**src/hw/rtl/mke_pkg.sv**
```systemverilog
package mke_pkg;

  localparam int unsigned DurW       = 18;
  localparam int unsigned DotW       = 10;
  localparam int unsigned UnitW      = 8;
  localparam int unsigned JobQDepth  = 2;
  localparam int unsigned JobQPtrW   = 1;
  localparam int unsigned JobQCntW   = 2;

  localparam logic [UnitW-1:0] DotUnits       = 8'd1;
  localparam logic [UnitW-1:0] DashUnits      = 8'd3;
  localparam logic [UnitW-1:0] SymbolGapUnits = 8'd1;
  localparam logic [UnitW-1:0] LetterGapUnits = 8'd3;
  localparam logic [UnitW-1:0] WordGapUnits   = 8'd7;

  localparam logic [DotW-1:0]  DotTicksRst  = 10'd100;
  localparam logic [UnitW-1:0] GapUnitsRst  = 8'd50;

  // register index, held in paddr[2]
  localparam logic RegDotTicks = 1'b0;
  localparam logic RegGapUnits = 1'b1;

  localparam logic [6:0] CharSpace = 7'h20;
  localparam logic [6:0] CharZero  = 7'h30;
  localparam logic [6:0] CharNine  = 7'h39;
  localparam logic [6:0] CharA     = 7'h41;
  localparam logic [6:0] CharZ     = 7'h5A;

  typedef struct packed {
    logic [6:0] char_code;
    logic       end_of_message;
  } in_item_t;

  typedef struct packed {
    logic            led_on;
    logic [DurW-1:0] duration_ticks;
    logic            bad_char;
    logic            last;
  } out_item_t;

  typedef enum logic [1:0] {
    KIND_CODE,
    KIND_SPACE,
    KIND_BAD
  } kind_e;

  // symbols are msb first, 1 is a dash
  typedef struct packed {
    logic [2:0] len;
    logic [4:0] pat;
  } code_t;

  typedef struct packed {
    kind_e kind;
    logic  letter_gap;
    code_t code;
    logic  eom;
  } job_t;

  function automatic code_t letter_code(logic [4:0] idx);
    code_t c;
    case (idx)
      5'd0:  c = '{3'd2, 5'b01000};
      5'd1:  c = '{3'd4, 5'b10000};
      5'd2:  c = '{3'd4, 5'b10100};
      5'd3:  c = '{3'd3, 5'b10000};
      5'd4:  c = '{3'd1, 5'b00000};
      5'd5:  c = '{3'd4, 5'b00100};
      5'd6:  c = '{3'd3, 5'b11000};
      5'd7:  c = '{3'd4, 5'b00000};
      5'd8:  c = '{3'd2, 5'b00000};
      5'd9:  c = '{3'd4, 5'b01110};
      5'd10: c = '{3'd3, 5'b10100};
      5'd11: c = '{3'd4, 5'b01000};
      5'd12: c = '{3'd2, 5'b11000};
      5'd13: c = '{3'd2, 5'b10000};
      5'd14: c = '{3'd3, 5'b11100};
      5'd15: c = '{3'd4, 5'b01100};
      5'd16: c = '{3'd4, 5'b11010};
      5'd17: c = '{3'd3, 5'b01000};
      5'd18: c = '{3'd3, 5'b00000};
      5'd19: c = '{3'd1, 5'b10000};
      5'd20: c = '{3'd3, 5'b00100};
      5'd21: c = '{3'd4, 5'b00010};
      5'd22: c = '{3'd3, 5'b01100};
      5'd23: c = '{3'd4, 5'b10010};
      5'd24: c = '{3'd4, 5'b10110};
      5'd25: c = '{3'd4, 5'b11000};
      default: c = '{3'd1, 5'b00000};
    endcase
    return c;
  endfunction

  function automatic code_t digit_code(logic [3:0] idx);
    code_t c;
    case (idx)
      4'd0: c = '{3'd5, 5'b11111};
      4'd1: c = '{3'd5, 5'b01111};
      4'd2: c = '{3'd5, 5'b00111};
      4'd3: c = '{3'd5, 5'b00011};
      4'd4: c = '{3'd5, 5'b00001};
      4'd5: c = '{3'd5, 5'b00000};
      4'd6: c = '{3'd5, 5'b10000};
      4'd7: c = '{3'd5, 5'b11000};
      4'd8: c = '{3'd5, 5'b11100};
      4'd9: c = '{3'd5, 5'b11110};
      default: c = '{3'd5, 5'b00000};
    endcase
    return c;
  endfunction

endpackage

```
**src/hw/rtl/mke_front.sv**
```systemverilog
module mke_front (
  input  logic              clk_i,
  input  logic              rst_ni,
  input  logic              push_i,
  input  mke_pkg::in_item_t item_i,
  input  logic              q_full_i,
  output logic              q_push_o,
  output mke_pkg::job_t     job_o
);
  import mke_pkg::*;

  logic       after_letter_q, after_letter_d;
  logic [6:0] c;
  logic       is_letter, is_digit, is_space;
  logic       accept;

  assign c         = item_i.char_code;
  assign is_letter = (c >= CharA) && (c <= CharZ);
  assign is_digit  = (c >= CharZero) && (c <= CharNine);
  assign is_space  = (c == CharSpace);
  assign accept    = push_i && !q_full_i;
  assign q_push_o  = accept;

  always_comb begin
    job_o.kind       = KIND_BAD;
    job_o.letter_gap = 1'b0;
    job_o.code       = letter_code(5'(c - CharA));
    job_o.eom        = item_i.end_of_message;
    after_letter_d   = after_letter_q;
    if (is_space) begin
      job_o.kind     = KIND_SPACE;
      after_letter_d = 1'b0;
    end else if (is_letter || is_digit) begin
      job_o.kind       = KIND_CODE;
      job_o.letter_gap = after_letter_q;
      if (is_digit) begin
        job_o.code = digit_code(4'(c - CharZero));
      end
      after_letter_d = 1'b1;
    end
    if (item_i.end_of_message) begin
      after_letter_d = 1'b0;
    end
  end

  always_ff @(posedge clk_i or negedge rst_ni) begin
    if (!rst_ni) begin
      after_letter_q <= 1'b0;
    end else if (accept) begin
      after_letter_q <= after_letter_d;
    end
  end

endmodule

```
**src/hw/rtl/mke_fifo.sv**
```systemverilog
module mke_fifo (
  input  logic          clk_i,
  input  logic          rst_ni,
  input  logic          push_i,
  input  mke_pkg::job_t wdata_i,
  output logic          full_o,
  input  logic          pop_i,
  output mke_pkg::job_t rdata_o,
  output logic          empty_o
);
  import mke_pkg::*;

  job_t                mem_q [JobQDepth];
  logic [JobQPtrW-1:0] wptr_q, rptr_q;
  logic [JobQCntW-1:0] cnt_q;
  logic                do_push, do_pop;

  assign full_o  = (cnt_q == JobQCntW'(JobQDepth));
  assign empty_o = (cnt_q == '0);
  assign do_push = push_i && !full_o;
  assign do_pop  = pop_i && !empty_o;
  assign rdata_o = mem_q[rptr_q];

  always_ff @(posedge clk_i) begin
    if (do_push) begin
      mem_q[wptr_q] <= wdata_i;
    end
  end

  always_ff @(posedge clk_i or negedge rst_ni) begin
    if (!rst_ni) begin
      wptr_q <= '0;
      rptr_q <= '0;
      cnt_q  <= '0;
    end else begin
      if (do_push) begin
        wptr_q <= wptr_q + 1'b1;
      end
      if (do_pop) begin
        rptr_q <= rptr_q + 1'b1;
      end
      if (do_push && !do_pop) begin
        cnt_q <= cnt_q + 1'b1;
      end else if (do_pop && !do_push) begin
        cnt_q <= cnt_q - 1'b1;
      end
    end
  end

endmodule

```
**src/hw/rtl/mke_back.sv**
```systemverilog
module mke_back (
  input  logic                     clk_i,
  input  logic                     rst_ni,
  input  logic [mke_pkg::DotW-1:0] dot_ticks_i,
  input  logic [mke_pkg::UnitW-1:0] gap_units_i,
  input  logic                     q_empty_i,
  input  mke_pkg::job_t            job_i,
  output logic                     q_pop_o,
  output logic                     out_valid_o,
  output mke_pkg::out_item_t       out_item_o,
  input  logic                     out_pop_i
);
  import mke_pkg::*;

  typedef enum logic [2:0] {
    PH_LGAP,
    PH_SYM,
    PH_SGAP,
    PH_WORD,
    PH_BAD,
    PH_EOM
  } phase_e;

  phase_e           phase_q, phase_d;
  logic             busy_q;
  logic [2:0]       rem_q;
  logic [4:0]       pat_q;
  logic             eom_q;
  logic             out_valid_q;
  out_item_t        out_q;

  logic             adv, emit, finish, done, load, end_body;
  logic             seg_on, seg_bad;
  logic [UnitW-1:0] seg_units;
  phase_e           first_phase;

  assign adv     = !out_valid_q || out_pop_i;
  assign emit    = busy_q && adv;
  assign done    = emit && finish;
  assign load    = (!busy_q || done) && !q_empty_i;
  assign q_pop_o = load;

  always_comb begin
    seg_on    = 1'b0;
    seg_bad   = 1'b0;
    seg_units = SymbolGapUnits;
    end_body  = 1'b0;
    finish    = 1'b0;
    phase_d   = phase_q;
    case (phase_q)
      PH_LGAP: begin
        seg_units = LetterGapUnits;
        phase_d   = PH_SYM;
      end
      PH_SYM: begin
        seg_on    = 1'b1;
        seg_units = pat_q[4] ? DashUnits : DotUnits;
        if (rem_q == 3'd1) begin
          end_body = 1'b1;
        end else begin
          phase_d = PH_SGAP;
        end
      end
      PH_SGAP: begin
        seg_units = SymbolGapUnits;
        phase_d   = PH_SYM;
      end
      PH_WORD: begin
        seg_units = WordGapUnits;
        end_body  = 1'b1;
      end
      PH_BAD: begin
        seg_units = '0;
        seg_bad   = 1'b1;
        end_body  = 1'b1;
      end
      PH_EOM: begin
        seg_units = gap_units_i;
        finish    = 1'b1;
      end
      default: begin
        seg_units = gap_units_i;
        finish    = 1'b1;
      end
    endcase
    // message gap follows the body when the character closes a message
    if (end_body) begin
      if (eom_q) begin
        phase_d = PH_EOM;
      end else begin
        finish = 1'b1;
      end
    end
  end

  always_comb begin
    case (job_i.kind)
      KIND_SPACE: first_phase = PH_WORD;
      KIND_CODE:  first_phase = job_i.letter_gap ? PH_LGAP : PH_SYM;
      default:    first_phase = PH_BAD;
    endcase
  end

  always_ff @(posedge clk_i or negedge rst_ni) begin
    if (!rst_ni) begin
      phase_q     <= PH_BAD;
      busy_q      <= 1'b0;
      rem_q       <= '0;
      pat_q       <= '0;
      eom_q       <= 1'b0;
      out_valid_q <= 1'b0;
      out_q       <= '0;
    end else begin
      if (emit) begin
        out_valid_q          <= 1'b1;
        out_q.led_on         <= seg_on;
        out_q.duration_ticks <= DurW'(seg_units) * DurW'(dot_ticks_i);
        out_q.bad_char       <= seg_bad;
        out_q.last           <= finish;
      end else if (out_pop_i) begin
        out_valid_q <= 1'b0;
      end

      if (load) begin
        busy_q  <= 1'b1;
        phase_q <= first_phase;
        rem_q   <= job_i.code.len;
        pat_q   <= job_i.code.pat;
        eom_q   <= job_i.eom;
      end else if (done) begin
        busy_q <= 1'b0;
      end else if (emit) begin
        phase_q <= phase_d;
        if (phase_q == PH_SYM) begin
          rem_q <= rem_q - 1'b1;
          pat_q <= {pat_q[3:0], 1'b0};
        end
      end
    end
  end

  assign out_valid_o = out_valid_q;
  assign out_item_o  = out_q;

endmodule

```
**src/hw/rtl/morse_keyer_encoder.sv**
```systemverilog
// order: a pushed character is written to the job queue, loaded into the back
// sequencer and then registered as its first segment on the result ports
// throughput: one segment per cycle from the back sequencer while the result
// is empty or popped; a character has 1 to 11 segments, with no gap between them
// reset: async active low; job queue and result empty, dot_ticks 100, gap 50
module morse_keyer_encoder (
  input  logic               clk_i,
  input  logic               rst_ni,
  input  logic               psel,
  input  logic               penable,
  input  logic               pwrite,
  input  logic [2:0]         paddr,
  input  logic [31:0]        pwdata,
  output logic [31:0]        prdata,
  output logic               pready,
  input  logic               push,
  output logic               full,
  input  mke_pkg::in_item_t  in_item_i,
  output logic               empty,
  input  logic               pop,
  output mke_pkg::out_item_t out_item_o
);
  import mke_pkg::*;

  logic [DotW-1:0]  dot_ticks_q;
  logic [UnitW-1:0] gap_units_q;
  logic             cfg_wr;
  logic             q_push, q_pop, q_full, q_empty, out_valid;
  job_t             job_in, job_out;

  assign pready = 1'b1;
  assign cfg_wr = psel && penable && pwrite && pready;

  always_ff @(posedge clk_i or negedge rst_ni) begin
    if (!rst_ni) begin
      dot_ticks_q <= DotTicksRst;
      gap_units_q <= GapUnitsRst;
    end else if (cfg_wr) begin
      case (paddr[2])
        RegDotTicks: dot_ticks_q <= pwdata[DotW-1:0];
        RegGapUnits: gap_units_q <= pwdata[UnitW-1:0];
        default: ;
      endcase
    end
  end

  always_comb begin
    case (paddr[2])
      RegDotTicks: prdata = 32'(dot_ticks_q);
      RegGapUnits: prdata = 32'(gap_units_q);
      default:     prdata = '0;
    endcase
  end

  mke_front u_front (
    .clk_i    (clk_i),
    .rst_ni   (rst_ni),
    .push_i   (push),
    .item_i   (in_item_i),
    .q_full_i (q_full),
    .q_push_o (q_push),
    .job_o    (job_in)
  );

  mke_fifo u_queue (
    .clk_i   (clk_i),
    .rst_ni  (rst_ni),
    .push_i  (q_push),
    .wdata_i (job_in),
    .full_o  (q_full),
    .pop_i   (q_pop),
    .rdata_o (job_out),
    .empty_o (q_empty)
  );

  mke_back u_back (
    .clk_i       (clk_i),
    .rst_ni      (rst_ni),
    .dot_ticks_i (dot_ticks_q),
    .gap_units_i (gap_units_q),
    .q_empty_i   (q_empty),
    .job_i       (job_out),
    .q_pop_o     (q_pop),
    .out_valid_o (out_valid),
    .out_item_o  (out_item_o),
    .out_pop_i   (pop)
  );

  assign full  = q_full;
  assign empty = !out_valid;

endmodule

```
**config.mk**
```make
export PLATFORM = sky130hd
export DESIGN_NAME = morse_keyer_encoder
export DESIGN_NICKNAME = d
export VERILOG_FILES = /design/src/hw/rtl/mke_pkg.sv /design/src/hw/rtl/mke_front.sv /design/src/hw/rtl/mke_fifo.sv /design/src/hw/rtl/mke_back.sv /design/src/hw/rtl/morse_keyer_encoder.sv
export SDC_FILE = /design/constraint.sdc
export NUM_CORES = 1
export LEC_CHECK = 0
export BUFFER_PORTS_ARGS = -buffer_cell sky130_fd_sc_hd__buf_2
export CORE_MARGIN = 3
export CORE_UTILIZATION = 44
export CTS_CLUSTER_DIAMETER = 60
export DETAILED_ROUTE_END_ITERATION = 10
export PLACE_DENSITY = 0.61
export SYNTH_ARGS = -nofsm -noshare
export SYNTH_HDL_FRONTEND = slang
export SYNTH_SLANG_ARGS = --single-unit
```
**constraint.sdc**
```tcl
create_clock -name clk_i -period 5.8 [get_ports clk_i]
set_input_delay 0 -clock clk_i [delete_from_list [all_inputs] [get_ports clk_i]]
set_output_delay 0 -clock clk_i [all_outputs]
set_load 0.01 [all_outputs]
```
==> results of run 1 <==
## stage by stage
stage	hold WS [ns]	instance area [µm²]	util, %
global placement	0.191	7660	47.5
floorplan	-0.296	7410	-
global route	0.0632	8100	50.3
CTS	0.0222	8100	50.3
finish	0.0299	8100	50.3
detailed placement	0.200	7660	47.5
## Yosys cell counts (4+ instances only)
| library cell | count |
|---|---|
| nand2_1 | 70 |
| a311o_1 | 4 |
| nor3_1 | 9 |
| mux2i_1 | 18 |
| nand4_1 | 5 |
| xnor2_1 | 10 |
| buf_1 | 4 |
| a21oi_1 | 27 |
| buf_2 | 4 |
| o311ai_0 | 4 |
| a221oi_1 | 4 |
| fa_1 | 48 |
| dfrtp_1 | 51 |
| nor2_1 | 30 |
| nand3_1 | 13 |
| dfstp_2 | 7 |
| a211oi_1 | 13 |
| edfxtp_1 | 24 |
| nor4_1 | 4 |
| o21a_1 | 5 |
| nor2b_1 | 12 |
| buf_4 | 24 |
| and2_1 | 71 |
| nand2b_1 | 7 |
| mux2_2 | 26 |
| o21ai_0 | 26 |
| and3_1 | 9 |
| a31oi_1 | 4 |
| o2bb2ai_1 | 4 |
| ha_1 | 48 |
| o31ai_1 | 9 |
| xor2_1 | 8 |
| a21o_1 | 10 |
| o221ai_1 | 5 |
| clkbuf_1 | 27 |
| inv_1 | 76 |
## kinds of logic (layout without fill, tap and decap cells)
logic type | after synthesis | after routing | synth area share (%)
AND/OR/NAND/NOR | 245 | 245 | 17.8
AO/OA/AOI/OAI | 139 | 139 | 13.5
buffers and inverters | 139 | 169 | 8.61
adder cells (fa/ha/maj) | 96 | 96 | 21.3
flip-flops | 82 | 82 | 29.7
multiplexers | 45 | 45 | 6.65
XOR/XNOR | 19 | 19 | 2.37
other | 2 | 23 | 0.102
## cell usage in the layout, fill, tap and decap left out, types with 12 or more instances in the layout
cell	instances
o21ai_0	26
nor2b_1	12
and2_1	71
edfxtp_1	24
conb_1	23
mux2_2	26
dlygate4sd3_1	14
nor2_1	30
inv_1	76
nand3_1	13
fa_1	48
ha_1	48
buf_2	58
dfrtp_1	51
mux2i_1	18
a211oi_1	13
nand2_1	70
a21oi_1	27
## critical path, cell delays in order (launching register included)
cell     delay (ns)
dfrtp_1        0.50
or2_2          0.42
nand3_1        0.11
o21ai_1        0.26
and2_1         0.29
fa_1           0.51
fa_1           0.44
fa_1           0.54
inv_1          0.05
fa_1           0.53
inv_1          0.04
ha_1           0.34
a21oi_1        0.27
o21ai_0        0.23
a221o_1        0.38
o21a_1         0.19
o31ai_1        0.23
## how the worst max path moves through the flow
stage / depth (start not counted) / to / from / slack (ns)
global route: 16 / u_back.out_item_o[15] / u_back.phase_q[1] / 0.04
finish: 16 / u_back.out_item_o[19] / u_back.phase_q[1] / 0.37
floorplan: 18 / u_back.out_item_o[19] / u_back.phase_q[1] / 0.65
detailed placement: 16 / u_back.out_item_o[19] / u_back.phase_q[1] / 0.41
global placement: 16 / u_back.out_item_o[19] / u_back.phase_q[1] / 0.46
CTS: 16 / u_back.out_item_o[19] / u_back.phase_q[1] / 0.36
## area by class of cell
type | count | area share (%)
Clock inverter | 6 | 0.649
Tap cell | 216 | 3.34
Inverter | 78 | 3.61
Timing Repair Buffer | 75 | 5.59
Clock buffer | 10 | 3.09
Multi-Input combinational cell | 567 | 56.8
Sequential cell | 82 | 26.9
## routing by layer
| metal | up-vias | wire length [µm] | share of wire [%] |
|---|---|---|---|
| li1 | 2684 | - | - |
| met1 | 2811 | 7000 | 41 |
| met2 | 147 | 8860 | 52 |
| met3 | 29 | 828 | 4.9 |
| met4 | 0 | 319 | 1.9 |
| met5 | - | 0 | 0 |
## registers in the layout, summed over array words and instances (netlist names)
name	flops
u_back.pat_q	5
u_back.busy_q	1
gap_units_q	8
u_queue.wptr_q	1
u_queue.cnt_q	2
u_queue.mem_q	24
u_back.phase_q	3
u_queue.rptr_q	1
u_back.eom_q	1
u_back.out_item_o	21
u_back.rem_q	3
dot_ticks_q	10
u_back.out_valid_o	1
u_front.after_letter_q	1
## power breakdown
part | internal (W) | leakage [nW] | switching [W]
logic | 0.00103 | 2.80 | 0.00146
clock network | 0.000324 | 0.148 | 0.000252
registers | 0.000822 | 0.924 | 0.000193
==> results.yml, run 1 <==
min_path:
  hold_class: "primary input to flip-flop"
  hold_path_depth: 3
  hold_end: "u_back.out_valid_o"
  hp-start: "pop"
timing:
  fin_tns_setup_ns: 0
  tightest_slew_ns: 1.02
  hold_viol: 0
  slew_headroom_pct: 31.9
  fin_skew_ns: 0.0129
  slew_viol_final: 0
  fmax_mhz: 184
  min_period_ns: 5.43
  setup_viol: 0
  timing.final.ws_setup_ns: 0.374
  fin_crit_sh_pct: 93.6
  grt_setup_unrepaired: "false"
run:
  cap_viol_max_count: 0
global_route:
  gr-usage-all-layers_pct: 18.9
  grt_max_degree: 59
  grt_use_met2_pct: 33.9
  grt_pass1_vias: 5734
  grt_util_met3_pct: 3.80
  antenna_found_initial: 0
  grt_pass1_wl_um: 28000
  grt.overflow.total: 0
  grt.busiest_layer: "met2"
  grt_use_met1_pct: 23.0
detailed_routing:
  via_per_inst: 5.48
  dr_total_vias: 5671
  drc_errors: 0
  wl_um: 17000
  routedWlPerCell_um: 16.4
  drtIter0Drc: 293
  drt-pass1-iter-count: 7
  postRouteAntennaNets: 0
floorplan:
  die_w_um: 135
  initial_core_util_pct: 45.5
  num_rows: 46
  ios: 106
  die_area_mm2: 0.0183
  die_h_um: 135
  core_area_mm2: 0.0161
place:
  pre_cts_slack_ns: 0.407
  dp_hpwl_um: 12700
  gp_congestion: 0.895
  io_buffers: 58
  dp.cells: 1004
logic_synthesis:
  ys.warnings.count: 0
  ys_seq_area_share_pct: 29.7
  async_reset_ff_share_pct: 70.7
  synth_top_cell_area_share_pct: 17.4
  syn_area_mm2: 0.00734
  synthFlopType: "dfrtp_1"
  netlist-cell-type-count: 71
  yosys-top-cells-area: "dfrtp_1 17%, fa_1 13%, edfxtp_1 9.8%"
  avgSynthCellArea_um2: 9.56
  synth_edf_count: 24
  syn_inst: 767
  synth_largest_area_cell: "dfrtp_1"
  yosys_register_bits: 82
setup_path:
  r2r_slack_ns: 0.37
  worstPathRequired_ns: 6.05
  crit_arrival_ns: 5.68
  critPathMaxFanout: 13
  reg2reg_from: "u_back.phase_q[1]"
  worstSetupStartpointType: "flip-flop"
  r2r_end: "u_back.out_item_o[19]"
  cp-end-kind: "flip-flop"
  path_class: "flip-flop to flip-flop"
  r2r_cells: 16
status:
  status: "completed"
clocking:
  cts_made_buffers: 9
  cts_hold_buf: 14
  h-tree-depth: 3
  cts_buffer_depth: 2
  clock_sinks: 82
  root_buffer: "clkbuf_16"
  clkTransAtPathRegs_ns: 0.07
  insertion_delay_ns: 0.35
  post_cts.repair.setup_buffers: 0
  cts-resized-gates: 0
  tritoncts: "done"
power:
  p_leak_nw: 3.87
  finalPower_w: 0.00407
  powerDensity_mw_per_mm2: 503
  vdd_drop_max_mv: 0.313
cells_and_area:
  fin_nets: 959
  final-seq-area_mm2: 0.00218
  layout-drive-gt1-share_pct: 14.9
  num-fill-cells: 1507
  antenna_cells: 0
  final_cells: 1034
  syn2layout_area_growth_pct: 10.4
  multiInputGateArea_mm2: 0.00460
Note: power is estimated with default switching activity, not from simulation.
==> inputs of run 2 (changes only) <==
==> constraint.sdc (replaced) <==
create_clock -name clk_i -period 5.8 [get_ports clk_i]
set_input_delay 1.16 -clock clk_i [delete_from_list [all_inputs] [get_ports clk_i]]
set_output_delay 1.16 -clock clk_i [all_outputs]
set_load 0.01 [all_outputs]
==> run 2 against run 1 <==
Fmax shrank 1.3%; combinational power is essentially flat; global-route usage shrank 0.43 points; power is essentially flat; largest cell class unchanged.
==> results.yml, run 2 (synthesized netlist as in run 1, its figures left out) <==
min_path:
  hp-start: "u_back.out_item_o[2]"
  hold_path_depth: 2
  hold_end: "u_back.out_item_o[2]"
  hold_class: "flip-flop to flip-flop"
cells_and_area:
  antenna_cells: 0
  num-fill-cells: 1537
  final_cell_mix: "76 x inv_1, 71 x and2_1, 70 x nand2_1, 58 x buf_2, 51 x dfrtp_1"
  fin_nets: 945
  layout_commonest_cell: "inv_1"
  regMostFlops: "u_queue.mem_q"
  layout-drive-gt1-share_pct: 15.2
  syn2layout_area_growth_pct: 8.60
  largest_reg_flops: 24
detailed_routing:
  drc_errors: 0
  postRouteAntennaNets: 0
  dr_total_vias: 5515
  via_per_inst: 5.41
  wl_um: 16700
  routedWlPerCell_um: 16.4
  drtIter0Drc: 240
  drt-pass1-iter-count: 5
floorplan:
  die_h_um: 135
  core_area_mm2: 0.0161
  initial_core_util_pct: 45.5
  die_w_um: 135
  num_rows: 46
  ios: 106
  die_area_mm2: 0.0183
clocking:
  clock_sinks: 82
  clkTransAtPathRegs_ns: 0.07
  cts_buffer_depth: 2
  cts-resized-gates: 0
  post_cts.repair.setup_buffers: 0
  insertion_delay_ns: 0.34
  cts_made_buffers: 9
  cts_hold_buf: 0
  h-tree-depth: 3
  tritoncts: "done"
  root_buffer: "clkbuf_16"
timing:
  fmax_mhz: 182
  slew_headroom_pct: 30.4
  fin_skew_ns: 0.0161
  hold_viol: 0
  tightest_slew_ns: 1.04
  slew_viol_final: 0
  min_period_ns: 5.50
  fin_crit_sh_pct: 94.8
  setup_viol: 0
  fin_tns_setup_ns: 0
  grt_setup_unrepaired: "false"
setup_path:
  r2r_end: "u_back.out_item_o[19]"
  timing.critical_path.cells: "or2_2, nand3_1, o21ai_1, and2_1, fa_1, fa_1, fa_1, inv_1, fa_1, inv_1, ha_1, a21oi_1, o21ai_0, a221o_1, o21a_1, o31ai_1"
  critPathMaxFanout: 13
  critPathMaxStageDelay_ns: 0.56
  r2r_slack_ns: 0.30
  cpMostUsedCell: "fa_1"
  reg2reg_from: "u_back.phase_q[1]"
  crit_arrival_ns: 5.75
  worstSetupStartpointType: "flip-flop"
  r2r_cells: 16
  path_class: "flip-flop to flip-flop"
  critical_path.slowest_cell: "fa_1"
  cp-end-kind: "flip-flop"
  worstPathRequired_ns: 6.05
  cp-startpoint: "u_back.phase_q[1]"
global_route:
  grt.busiest_layer: "met2"
  grt_pass1_wl_um: 27200
  grt_util_met3_pct: 3.65
  grt.overflow.total: 0
  grt_max_degree: 59
  grt_use_met2_pct: 33.4
  gr-usage-all-layers_pct: 18.5
  grt_use_met1_pct: 22.8
  antenna_found_initial: 1
  grt_pass1_vias: 5515
place:
  io_buffers: 58
  gp_congestion: 0.896
  dp_hpwl_um: 12600
run:
  cap_viol_max_count: 0
status:
  status: "completed"
power:
  vdd_drop_max_mv: 0.364
  finalPower_w: 0.00408
  powerDensity_mw_per_mm2: 512
  p_leak_nw: 3.82
run 2: cell count changes in the layout (fill, tap and decap cells not counted), sizes merged:
cell,delta
bufinv,+1
clkbuf,-1
dlygate4sd3,-14
run 2: routing by layer:
metal,vias to the layer above,wire length [µm]
li1,2647,-
met1,2742,6950
met2,109,8960
met3,15,654
met4,2,153
met5,-,13
run 2: worst max-delay path, delay by kind of cell, from the launching register on:
family / cells / cell delay, ns
compound gates: 6 / 1.58
buf+inv: 2 / 0.10
fa+ha+maj: 5 / 2.38
simple gates: 3 / 0.84
flops: 1 / 0.50
run 2: report_power, final:
part           switching, W  leakage (nW)  total (W)  internal, W
Clock              0.000248         0.150   0.000590     0.000342
Combinational       0.00146          2.74    0.00247      0.00102
Sequential         0.000192         0.924    0.00101     0.000822
Total               0.00190          3.82    0.00408      0.00218
run 2: metrics by stage:
stage	hold WS (ns)	instance area (µm²)	std cells	setup WS, ns	util, %
after global placement	0.453	7660	1004	0.369	47.5
after CTS	0.476	7970	1020	0.300	49.4
after detailed placement	0.459	7660	1004	0.310	47.5
after floorplan	0.455	7410	788	0.649	-
after global routing	0.512	7970	1020	0.0539	49.4
final	0.470	7970	1020	0.304	49.4
run 2: final cells by class:
type | instances | area, µm² | area share (%)
sequential | 82 | 2180 | 27.4
inverter | 78 | 293 | 3.68
tap | 216 | 270 | 3.39
timing repair buffer | 61 | 313 | 3.93
clock buffer | 9 | 225 | 2.83
multi-input combinational | 567 | 4600 | 57.8
clock inverter | 7 | 82.6 | 1.04
run 2: how the worst max path moves through the flow:
stage | end | depth (start not counted) | slack [ns]
after floorplan | u_back.out_item_o[19] | 18 | 0.65
after global placement | u_back.out_item_o[19] | 16 | 0.37
after detailed placement | u_back.out_item_o[19] | 16 | 0.31
after CTS | u_back.out_item_o[19] | 16 | 0.30
after global routing | u_back.out_item_o[19] | 16 | 0.05
final | u_back.out_item_o[19] | 16 | 0.30
